`src/design/ffba_pkg.sv`:
```
`default_nettype none
package ffba_pkg;
	localparam int MAX_OPEN_D = 16;
	localparam int MAX_BLOCKS_D = 256;
	localparam int MAX_BIG_D = 256;
	localparam int CFG_IDX_W = 2;
	localparam int CFG_DATA_W = 17;
	localparam logic [CFG_IDX_W-1:0] REG_BLOCK_SIZE = 2'd0;
	localparam logic [CFG_IDX_W-1:0] REG_ALIGN = 2'd1;
	localparam logic [CFG_IDX_W-1:0] REG_MARGIN = 2'd2;
	localparam logic [CFG_IDX_W-1:0] REG_BIG = 2'd3;
	localparam logic [1:0] PL_OPEN = 2'd0;
	localparam logic [1:0] PL_FRESH = 2'd1;
	localparam logic [1:0] PL_BIG = 2'd2;
	localparam logic [1:0] FC_NONE = 2'd0;
	localparam logic [1:0] FC_SIZE = 2'd1;
	localparam logic [1:0] FC_EXHAUST = 2'd2;
	localparam logic [1:0] FC_BLOCK = 2'd3;

	typedef enum logic [3:0] {
		ST_IDLE, ST_MUL, ST_SIZE, ST_CLASS, ST_RD, ST_CHK, ST_SHRD, ST_SHWR, ST_OUT
	} state_t;

	typedef struct packed {
		logic        we;
		logic [7:0]  waddr;
		logic [7:0]  raddr;
		logic [24:0] wdata;
	} mem_req_t;
endpackage
`default_nettype wire

```
`src/design/first_fit_block_arena_allocator.sv`:
```
// big, failed, empty-list requests: mul, size, class, read, check states, then the result beat
// small request: a read and check per open entry scanned; when a block fills, a shift per entry
// one request at a time, the next one accepted once the result beat is taken
// the serial first-fit scan through the open list memory sets the rate
// reset: arst_n clears counters and open count and sets the config registers to their defaults
// the open list memory holds no reset value; only entries below the open count are used
`default_nettype none
module first_fit_block_arena_allocator #(
	parameter int MAX_OPEN = ffba_pkg::MAX_OPEN_D,
	parameter int MAX_BLOCKS = ffba_pkg::MAX_BLOCKS_D,
	parameter int MAX_BIG = ffba_pkg::MAX_BIG_D
) (
	input  wire logic                          clk,
	input  wire logic                          arst_n,
	input  wire logic                          cfg_we,
	input  wire logic [ffba_pkg::CFG_IDX_W-1:0] cfg_index,
	input  wire logic [ffba_pkg::CFG_DATA_W-1:0] cfg_data,
	input  wire logic                          in_valid,
	output logic                               in_stall,
	input  wire logic [31:0]                   element_size,
	input  wire logic [31:0]                   element_count,
	output logic                               out_valid,
	input  wire logic                          out_stall,
	output logic                               granted,
	output logic [1:0]                         placement,
	output logic [7:0]                         slot_id,
	output logic [15:0]                        byte_offset,
	output logic [31:0]                        granted_size,
	output logic [1:0]                         fail_code
);
	localparam int OCW = $clog2(MAX_OPEN + 1);
	localparam int BIDW = $clog2(MAX_BLOCKS + 1);
	localparam int BGW = $clog2(MAX_BIG + 1);

	ffba_pkg::state_t state_q, state_d;
	logic [16:0] bsize_q, margin_q, bigth_q;
	logic [12:0] align_q;
	logic [OCW-1:0] open_cnt_q, idx_q;
	logic [BIDW-1:0] next_id_q;
	logic [8:0] full_cnt_q;
	logic [BGW-1:0] big_cnt_q;
	logic [31:0] succ_q;
	logic [15:0] a_lo_q, a_hi_q, b_lo_q, b_hi_q;
	logic [31:0] p0_q, p1_q, p2_q, p3_q;
	logic [32:0] size_q;
	logic [12:0] palign_q;
	logic [16:0] beff_q;
	logic [24:0] rdata;
	ffba_pkg::mem_req_t req;

	ffba_list_mem #(.DEPTH(MAX_OPEN)) u_mem (.clk(clk), .req(req), .rdata(rdata));

	logic [12:0] palign;
	always_comb begin
		palign = 13'd1;
		for (int k = 0; k < 13; k++)
			if (align_q[k]) palign = 13'd1 << k;
	end

	logic [63:0] prod;
	logic [31:0] mask;
	logic [32:0] szc;
	assign prod = {32'd0, p0_q} + {16'd0, p1_q, 16'd0} + {16'd0, p2_q, 16'd0} + {p3_q, 32'd0};
	assign mask = ~({19'd0, palign_q} - 32'd1);
	assign szc = {1'b0, prod[31:0] & mask} + {20'd0, palign_q};

	logic [16:0] left, newleft, rem;
	logic [7:0] rid;
	logic fits;
	assign left = rdata[16:0];
	assign rid = rdata[24:17];
	assign fits = size_q[31:0] <= {15'd0, left};
	assign newleft = left - size_q[16:0];
	assign rem = (beff_q - size_q[16:0]) & mask[16:0];

	logic [7:0] slot_q;
	logic [15:0] off_q;
	logic [1:0] pl_q, fc_q;
	logic gr_q, ov_q;

	logic hit, more, fresh_ok, fresh_list;
	assign hit = !ov_q && (idx_q < open_cnt_q) && fits;
	assign more = !ov_q && !hit && (idx_q + 1'b1 < open_cnt_q);
	assign fresh_ok = !ov_q && !hit && !more
		&& ({1'b0, next_id_q} < (BIDW+1)'(MAX_BLOCKS))
		&& (rem < margin_q || {1'b0, open_cnt_q} < (OCW+1)'(MAX_OPEN));
	assign fresh_list = fresh_ok && rem >= margin_q;

	always_comb begin
		state_d = state_q;
		req = '0;
		req.raddr = 8'(idx_q);
		case (state_q)
			ffba_pkg::ST_IDLE: if (in_valid) state_d = ffba_pkg::ST_MUL;
			ffba_pkg::ST_MUL: state_d = ffba_pkg::ST_SIZE;
			ffba_pkg::ST_SIZE: state_d = ffba_pkg::ST_CLASS;
			ffba_pkg::ST_CLASS: state_d = ffba_pkg::ST_RD;
			ffba_pkg::ST_RD: state_d = ffba_pkg::ST_CHK;
			ffba_pkg::ST_CHK: begin
				state_d = ffba_pkg::ST_OUT;
				if (hit) begin
					req.we = 1'b1;
					req.waddr = 8'(idx_q);
					req.wdata = {rid, newleft};
					if (newleft < margin_q) begin
						req.raddr = 8'(idx_q + 1'b1);
						state_d = ffba_pkg::ST_SHRD;
					end
				end else if (more) begin
					req.raddr = 8'(idx_q + 1'b1);
					state_d = ffba_pkg::ST_RD;
				end else if (fresh_list) begin
					req.we = 1'b1;
					req.waddr = 8'(open_cnt_q);
					req.wdata = {8'(next_id_q), rem};
				end
			end
			ffba_pkg::ST_SHRD: begin
				req.raddr = 8'(idx_q + 1'b1);
				state_d = ffba_pkg::ST_SHWR;
			end
			ffba_pkg::ST_SHWR: begin
				if (idx_q < open_cnt_q) begin
					req.we = 1'b1;
					req.waddr = 8'(idx_q);
					req.wdata = rdata;
					req.raddr = 8'(idx_q + 2'd2);
					state_d = ffba_pkg::ST_SHRD;
				end else state_d = ffba_pkg::ST_OUT;
			end
			ffba_pkg::ST_OUT: if (!out_stall) state_d = ffba_pkg::ST_IDLE;
			default: state_d = ffba_pkg::ST_IDLE;
		endcase
	end

	assign in_stall = state_q != ffba_pkg::ST_IDLE;
	assign out_valid = state_q == ffba_pkg::ST_OUT;
	assign granted = gr_q;
	assign placement = pl_q;
	assign slot_id = slot_q;
	assign byte_offset = off_q;
	assign granted_size = gr_q ? size_q[31:0] : 32'd0;
	assign fail_code = fc_q;

	always_ff @(posedge clk or negedge arst_n) begin
		if (!arst_n) begin
			state_q <= ffba_pkg::ST_IDLE;
			bsize_q <= 17'd4096;
			align_q <= 13'd16;
			margin_q <= 17'd64;
			bigth_q <= 17'd2048;
			open_cnt_q <= '0;
			next_id_q <= '0;
			full_cnt_q <= '0;
			big_cnt_q <= '0;
			succ_q <= '0;
		end else begin
			state_q <= state_d;
			if (cfg_we) begin
				case (cfg_index)
					ffba_pkg::REG_BLOCK_SIZE: bsize_q <= cfg_data;
					ffba_pkg::REG_ALIGN: align_q <= cfg_data[12:0];
					ffba_pkg::REG_MARGIN: margin_q <= cfg_data;
					ffba_pkg::REG_BIG: bigth_q <= cfg_data;
					default: ;
				endcase
			end
			if (state_q == ffba_pkg::ST_CLASS && !ov_q && size_q[31:0] >= {15'd0, bigth_q}
					&& {1'b0, big_cnt_q} < (BGW+1)'(MAX_BIG))
				big_cnt_q <= big_cnt_q + 1'b1;
			if (state_q == ffba_pkg::ST_CHK) begin
				if (hit && newleft < margin_q) begin
					open_cnt_q <= open_cnt_q - 1'b1;
					full_cnt_q <= full_cnt_q + 1'b1;
				end else if (fresh_ok) begin
					if (fresh_list)
						open_cnt_q <= open_cnt_q + 1'b1;
					else
						full_cnt_q <= full_cnt_q + 1'b1;
					next_id_q <= next_id_q + 1'b1;
				end
			end
			if (state_q == ffba_pkg::ST_OUT && !out_stall && gr_q && succ_q != 32'hFFFF_FFFF)
				succ_q <= succ_q + 1'b1;
		end
	end

	// datapath: multiply in 16x16 pieces, then classify and scan
	always_ff @(posedge clk) begin
		case (state_q)
			ffba_pkg::ST_IDLE: begin
				a_lo_q <= element_size[15:0];
				a_hi_q <= element_size[31:16];
				b_lo_q <= element_count[15:0];
				b_hi_q <= element_count[31:16];
			end
			ffba_pkg::ST_MUL: begin
				p0_q <= a_lo_q * b_lo_q;
				p1_q <= a_hi_q * b_lo_q;
				p2_q <= a_lo_q * b_hi_q;
				p3_q <= a_hi_q * b_hi_q;
				palign_q <= palign;
				beff_q <= (bsize_q > 17'd65536) ? 17'd65536 : bsize_q;
			end
			ffba_pkg::ST_SIZE: begin
				size_q <= szc;
				ov_q <= (prod[63:32] != 32'd0) || szc[32] || (szc == 33'd0);
			end
			ffba_pkg::ST_CLASS: begin
				idx_q <= '0;
				gr_q <= 1'b0; pl_q <= ffba_pkg::PL_OPEN; slot_q <= '0; off_q <= '0;
				fc_q <= ffba_pkg::FC_SIZE;
				if (!ov_q) begin
					if (size_q[31:0] >= {15'd0, bigth_q}) begin
						if ({1'b0, big_cnt_q} < (BGW+1)'(MAX_BIG)) begin
							gr_q <= 1'b1; pl_q <= ffba_pkg::PL_BIG;
							slot_q <= 8'(big_cnt_q); fc_q <= ffba_pkg::FC_NONE;
						end else fc_q <= ffba_pkg::FC_EXHAUST;
						ov_q <= 1'b1;
					end else if (size_q[31:0] > {15'd0, beff_q}) begin
						fc_q <= ffba_pkg::FC_BLOCK;
						ov_q <= 1'b1;
					end
				end
			end
			ffba_pkg::ST_CHK: begin
				if (hit) begin
					gr_q <= 1'b1; pl_q <= ffba_pkg::PL_OPEN; slot_q <= rid;
					off_q <= 16'(beff_q - left); fc_q <= ffba_pkg::FC_NONE;
				end else if (fresh_ok) begin
					gr_q <= 1'b1; pl_q <= ffba_pkg::PL_FRESH;
					slot_q <= 8'(next_id_q); fc_q <= ffba_pkg::FC_NONE;
				end else if (more) begin
					idx_q <= idx_q + 1'b1;
				end else if (!ov_q) begin
					fc_q <= ffba_pkg::FC_EXHAUST;
				end
			end
			ffba_pkg::ST_SHWR: idx_q <= idx_q + 1'b1;
			default: ;
		endcase
	end

`ifndef NO_ASSERTIONS
	a_cnt_range: assert property (@(posedge clk) disable iff (!arst_n)
		{1'b0, open_cnt_q} <= (OCW+1)'(MAX_OPEN)) else $error("open count out of range");
	a_fail_clean: assert property (@(posedge clk) disable iff (!arst_n)
		out_valid && !granted |-> slot_id == '0 && granted_size == '0 || fail_code != '0)
		else $error("failed result carries data");
	a_ok_code: assert property (@(posedge clk) disable iff (!arst_n)
		out_valid && granted |-> fail_code == ffba_pkg::FC_NONE) else $error("grant with code");
`endif
endmodule
`default_nettype wire

```
`src/design/ffba_list_mem.sv`:
```
`default_nettype none
module ffba_list_mem #(
	parameter int DEPTH = ffba_pkg::MAX_OPEN_D,
	parameter int AW = (DEPTH > 1) ? $clog2(DEPTH) : 1
) (
	input  wire logic               clk,
	input  wire ffba_pkg::mem_req_t req,
	output logic [24:0]             rdata
);
	logic [24:0] mem [DEPTH];
	always_ff @(posedge clk) begin
		if (req.we)
			mem[req.waddr[AW-1:0]] <= req.wdata;
		rdata <= mem[req.raddr[AW-1:0]];
	end
endmodule
`default_nettype wire
```
`config.mk`:
```
export PLATFORM = sky130hd
export DESIGN_NAME = first_fit_block_arena_allocator
export DESIGN_NICKNAME = d
export VERILOG_FILES = /design/src/design/ffba_pkg.sv /design/src/design/first_fit_block_arena_allocator.sv /design/src/design/ffba_list_mem.sv
export SDC_FILE = /design/constraint.sdc
export NUM_CORES = 2
export LEC_CHECK = 0
export ABC_AREA = 1
export BUFFER_PORTS_ARGS = -buffer_cell sky130_fd_sc_hd__buf_4
export CAP_MARGIN = 0
export CORE_UTILIZATION = 28
export CTS_CLUSTER_DIAMETER = 100
export CTS_CLUSTER_SIZE = 20
export DETAILED_ROUTE_END_ITERATION = 12
export PLACE_DENSITY = 0.47
export SYNTH_ARGS = -nofsm -noshare
export SYNTH_HDL_FRONTEND = slang
export SYNTH_SLANG_ARGS = --single-unit
```
`constraint.sdc`:
```
create_clock -name clk -period 11.3 [get_ports clk]
set_input_delay 0.565 -clock clk [delete_from_list [all_inputs] [get_ports clk]]
set_output_delay 0.565 -clock clk [all_outputs]
set_load 0.1 [all_outputs]
```
### Word level (Yosys, flattened, before mapping)

Memories as Yosys holds them, arrays and structs flattened. A register that Yosys moved wholly into a read port is not among the register bits.
Index checks and enable logic that the tools add are counted.

* add/sub/neg operators: 15
* multipliers: 4
* order comparisons: 12
* equal/unequal tests: 20
* multiplexer cells: 72
* bitwise logic cells: 4
* reduce and logical (&&, ||, !) cells: 49

Operators by type and width (count)
* multiplier 16 x 16 -> 32 bit: 4
* two-way mux 13 bit: 9
* two-way mux 42 bit: 2
* adder 50 x 64 -> 64 bit: 1
* adder 49 x 48 -> 50 bit: 1
* two-way mux 25 bit: 2
* case mux 25 bit (2 select lines): 1
* adder 32 x 48 -> 49 bit: 1
* two-way mux 8 bit: 5
* case mux 4 bit (9 select lines): 1
* less-than comparator 17 bit: 2
* subtractor 17 bit: 2
* adder 32 x 13 -> 33 bit: 1
* logical NOT 33 bit: 1
* bitwise AND 32 bit: 1
* >= comparator 32 x 17 -> 1 bit: 1
* greater-than comparator 32 x 17 -> 1 bit: 1
* <= comparator 32 x 17 -> 1 bit: 1
* two-way mux 32 bit: 1
* NOT 32 bit: 1
* case mux 16 bit (2 select lines): 1
* nonzero test 32 bit: 1
* two-way mux 5 bit: 6
* two-way mux 2 bit: 14
* 56 further kinds: 115

* flip-flop bits (word level): 380
* RAM bits: 400
* bits of input ports: 88
* output and inout bits: 63
* logic and storage cells: 213
* memories: 1

Memory list
* u_mem.mem: words 16, width 25, read ports 1, clocked after memory_dff 1, write ports 1, RTL line ffba_list_mem.sv:10 `logic [24:0] mem [DEPTH];`

### Logic depth before layout (Yosys ltp)

* word-level depth: 17
* mapped depth: 34
* mapped depth without buffers: 32

### Cells and area by module

A second synthesis with hierarchy kept.

* cells, all modules: 9070
* area, all modules: 76751.1 µm²

Modules (own cells, without submodules)
* first_fit_block_arena_allocator: times used 1, cells each 7408, area each 58899.0 µm², sequential area each 10935.5 µm²
* ffba_list_mem: times used 1, cells each 1662, area each 17852.1 µm², sequential area each 12512.0 µm²

### Worst setup path after synthesis

OpenSTA, ideal clock, no wires.

* path type: register -> register
* start point: reg state_q[3]
* end point: reg beff_q[0], enable pin
* library setup time: 872 ps
* data arrival time: 11244 ps
* required time: 10428 ps
* slack: -816 ps
* cell stages (with the launch flop): 4
* buffers on the path: 0
* clock period less this slack: 12116 ps
* cell sequence: dfrtp_1 -> nor2_1 -> inv_1 -> nor3_1

* word-level cells in the longest chain between the ends: 1

RTL lines
* start, declared: RTL line first_fit_block_arena_allocator.sv:35 `ffba_pkg::state_t state_q, state_d;`
* start signal, assigned: RTL line first_fit_block_arena_allocator.sv:147 `state_q <= ffba_pkg::ST_IDLE;`
* start signal, assigned: RTL line first_fit_block_arena_allocator.sv:158 `state_q <= state_d;`
* == test 4 x 1 -> 1 bit: RTL line first_fit_block_arena_allocator.sv:190 `case (state_q)`
* end signal, assigned: RTL line first_fit_block_arena_allocator.sv:203 `beff_q <= (bsize_q > 17'd65536) ? 17'd65536 : bsize_q;`
* end, declared: RTL line first_fit_block_arena_allocator.sv:47 `logic [16:0] beff_q;`

No other way between the ends.
A chain may end at the register's enable or synchronous reset.

### Worst setup path in the final report

* start point: reg beff_q[0]
* end point: mem u_mem.mem[8][9], enable pin

* word-level cells in the longest chain between the ends: 12
* elaborated cells on any way between the ends: 13

RTL lines
* subtractor 17 bit (*): RTL line first_fit_block_arena_allocator.sv:74 `assign rem = (beff_q - size_q[16:0]) & mask[16:0];`
* bitwise AND 17 bit (*): RTL line first_fit_block_arena_allocator.sv:74
* less-than comparator 17 bit: RTL line first_fit_block_arena_allocator.sv:86 `&& (rem < margin_q || {1'b0, open_cnt_q} < (OCW+1)'(MAX_OPEN));`
* logical OR 1 bit: RTL line first_fit_block_arena_allocator.sv:86
* logical AND 1 bit: RTL line first_fit_block_arena_allocator.sv:86
* logical AND 1 bit (*): RTL line first_fit_block_arena_allocator.sv:87 `assign fresh_list = fresh_ok && rem >= margin_q;`
* two-way mux 9 bit (*): RTL line first_fit_block_arena_allocator.sv:112 `end else if (fresh_list) begin`
* two-way mux 9 bit (*): RTL line first_fit_block_arena_allocator.sv:109 `end else if (more) begin`
* two-way mux 42 bit (*): RTL line first_fit_block_arena_allocator.sv:101 `if (hit) begin`
* case mux 9 bit (2 select lines) (*): RTL line first_fit_block_arena_allocator.sv:93 `case (state_q)`
* two-way mux 1 bit: RTL line ffba_list_mem.sv:12 `if (req.we)`
* two-way mux 1 bit (not written as such): RTL line ffba_list_mem.sv:13 `mem[req.waddr[AW-1:0]] <= req.wdata;`
* end, declared: RTL line ffba_list_mem.sv:10

Mark *: on every way between the ends. The rest lies on a longest branch, timed or not.

==> flow_summary.yaml <==
run_status:
  run_status: "complete, no violations"
cells_and_area:
  drive_gt1_share_pct: 4.71
  post-route-util_pct: 31.1
  syn_to_final_growth_pct: 10.5
  nets: 10314
global_routing:
  grt_max_degree: 142
  antenna_found_initial: 1
  grt_pass1_wl_um: 362000
  overflow: 0
  grt_use_total_pct: 17.4
  grt_pass1_vias: 58941
clock_network:
  clockBufferDepth: 3
  cts-root-buf: "clkbuf_16"
  path_clk_slew_ps: 90
  cts_tree: "built"
  cts-resized-gates: 0
  clk_latency_ps: 770
  numCtsBuffers: 56
  h-tree-depth: 2
  clock-sinks: 804
die:
  coreArea_um2: 268000
  io_pins: 151
  start_util_pct: 28.1
  dieHeight_um: 521
  die_area_um2: 271000
  die_x_um: 521
  rows: 190
placement:
  dp_hpwl_um: 169000
  io_buffer_count: 150
  place_congestion: 0.908
critical_path:
  r2r-start: "beff_q[0]$_SDFFCE_PN0P_"
  crit_slowest_cell: "nor2_4"
  worstPathMaxFanout: 25
  cp-end-kind: "flop"
  worst_ep_arrival_time_ps: 7500
  cp_top_family: "simple AND/OR/NAND/NOR gates"
  critPathMaxStageDelay_ps: 1040
  critPathKind: "reg2reg"
  crit_path_start: "beff_q[0]$_SDFFCE_PN0P_"
  startpoint_type: "flop"
  worst_ep_required_time_ps: 11660
  crit_buf_inv: 4
sta:
  drv_slew: 0
  hold_violations: 0
  finalClockSkew_ps: 58.5
  finalSetupTns_ps: 0
  rsz0062_at_grt: "false"
  max_slew_margin_pct: 9.38
  holdWs_ps: 90.3
  fin_crit_sh_pct: 63.2
  setup_violations: 0
  max_freq_ghz: 0.140
  worst_pin_slew_ps: 1360
  period_needed_ps: 7140
hold_path:
  min_path_type: "in2reg"
  hp-start: "element_size[19]"
synth:
  yosysWarnings: 0
  async_reset_ff_share_pct: 11.2
  yosysTopAreaCell: "edfxtp_1"
  syn-instance-count: 8742
  syn-cell-area_um2: 75300
  yosysSeqAreaShare_pct: 31.1
  syn_nets: 10248
  ys.flop_type: "edfxtp_1"
  synth-edff-count: 689
  yosysMostFrequentCell: "nand2_1"
  ys_ff_latch: 804
  syn_area_per_cell_um2: 8.62
  ys_types: 67
  synth_top_area_share_pct: 27.5
  synthTopCellsByCount: "2249 x nand2_1, 2011 x inv_1, 813 x fa_1"
  synth.area.top_cells: "edfxtp_1 27%, fa_1 22%, nand2_1 11%"
route:
  wl_per_cell_um: 19.0
  initialDrtViolationCount: 4584
  viasPerCell: 4.63
  ant_nets: 0
  drt_pass1_iterations: 6
  via_count: 57461
  wirelength_um: 235000
  drc: 0
flow_run:
  maxCapViolations: 0
[per-stage QoR]
stage	setup WS [ps]	std cells	cell area, um^2
floorplan	4080	8742	75300
global placement	4360	12238	80600
detailed placement	4340	12238	80600
CTS	4300	12408	83200
global route	3740	12408	83200
finish	4160	12409	83200
[repair_timing]
| item | CTS | global route |
|---|---|---|
| hold buffers | 64 | 0 |
| hold endpoints to repair | 107 | 0 |
| setup buffers | 0 | 0 |
[registers in the layout, indices dropped and copies added, names as in the netlist, 17 cells and up]
| signal | flops |
|---|---|
| margin_q | 17 |
| u_mem.rdata | 25 |
| size_q | 32 |
| p0_q | 32 |
| bigth_q | 17 |
| p2_q | 32 |
| u_mem.mem | 400 |
| p3_q | 32 |
| beff_q | 17 |
| bsize_q | 17 |
| p1_q | 32 |
[cell usage in the layout, fill, tap and decap left out, drive strengths merged, types with 2 or more instances in the layout]
| master | synthesis | routed |
|---|---|---|
| clkbuf | 216 | 84 |
| a31oi | 20 | 20 |
| nor4 | 18 | 18 |
| buf | 109 | 269 |
| dfrtp | 86 | 86 |
| nor2 | 345 | 345 |
| nand3b | 65 | 65 |
| xor2 | 122 | 122 |
| o211ai | 13 | 13 |
| bufinv | 0 | 3 |
| inv | 2016 | 2024 |
| a21oi | 277 | 277 |
| dfstp | 4 | 4 |
| o21a | 14 | 14 |
| o22ai | 13 | 13 |
| dfxtp | 25 | 25 |
| o2111ai | 3 | 3 |
| o21bai | 17 | 17 |
| o41ai | 2 | 2 |
| nand3 | 549 | 549 |
| clkinvlp | 0 | 3 |
| nor3b | 3 | 3 |
| ha | 605 | 605 |
| o31ai | 3 | 3 |
| or2 | 10 | 10 |
| edfxtp | 689 | 689 |
| dlygate4sd3 | 0 | 64 |
| o21ai | 242 | 242 |
| fa | 813 | 813 |
| a211oi | 7 | 7 |
| a21o | 12 | 12 |
| a21boi | 9 | 9 |
| nor3 | 42 | 42 |
| a22oi | 12 | 12 |
| nand4 | 47 | 47 |
| nand2 | 2257 | 2257 |
| a221oi | 4 | 4 |
| xnor2 | 61 | 61 |
| clkinv | 1 | 9 |
| and2 | 2 | 2 |
[path summary, 6_finish.rpt]
check	end	slack, ps	depth (start not counted)
max reg2reg	u_mem.mem[8][9]$_DFFE_PP_	4160	27
min	a_hi_q[3]$_DFFE_PP_	90	1
min in group asynchronous	bigth_q[8]$_DFFE_PN0P_	420	2
max in group asynchronous	next_id_q[7]$_DFFE_PN0P_	9710	3
min reg2reg	bigth_q[1]$_DFFE_PN0P_	500	2
max	u_mem.mem[8][9]$_DFFE_PP_	4160	27
[cell type report]
type | count | area [um^2]
clock buffers | 84 | 1530
multi-input cells | 5596 | 43100
fillers | 28358 | 184000
diodes | 1 | 2.50
repair buffers | 333 | 2670
well taps | 3552 | 4440
inverters | 2017 | 7570
flip-flops and latches | 804 | 23400
clock inverters | 22 | 418
[routing by layer]
layer / share of wire, % / up-vias / track usage (%)
li1: - / 27018 / -
met1: 47 / 28572 / 24.7
met2: 45 / 1625 / 28.2
met3: 5.3 / 244 / 1.77
met4: 2.5 / 2 / 4.17
met5: 0.0055 / - / 0
[cell families after synthesis]
kind of cell | share of synthesized area, %
AOI/OAI and AO/OA | 4.76
adders and majority gates | 31.7
muxes | 0.0149
and+or+nand+nor | 18.4
xor gates and xnor gates | 2.13
DFF | 31.1
buffers and inverters | 11.9
Power is not shown: default switching activity piles up to over one toggle a cycle in this logic, so the estimate is an artifact.
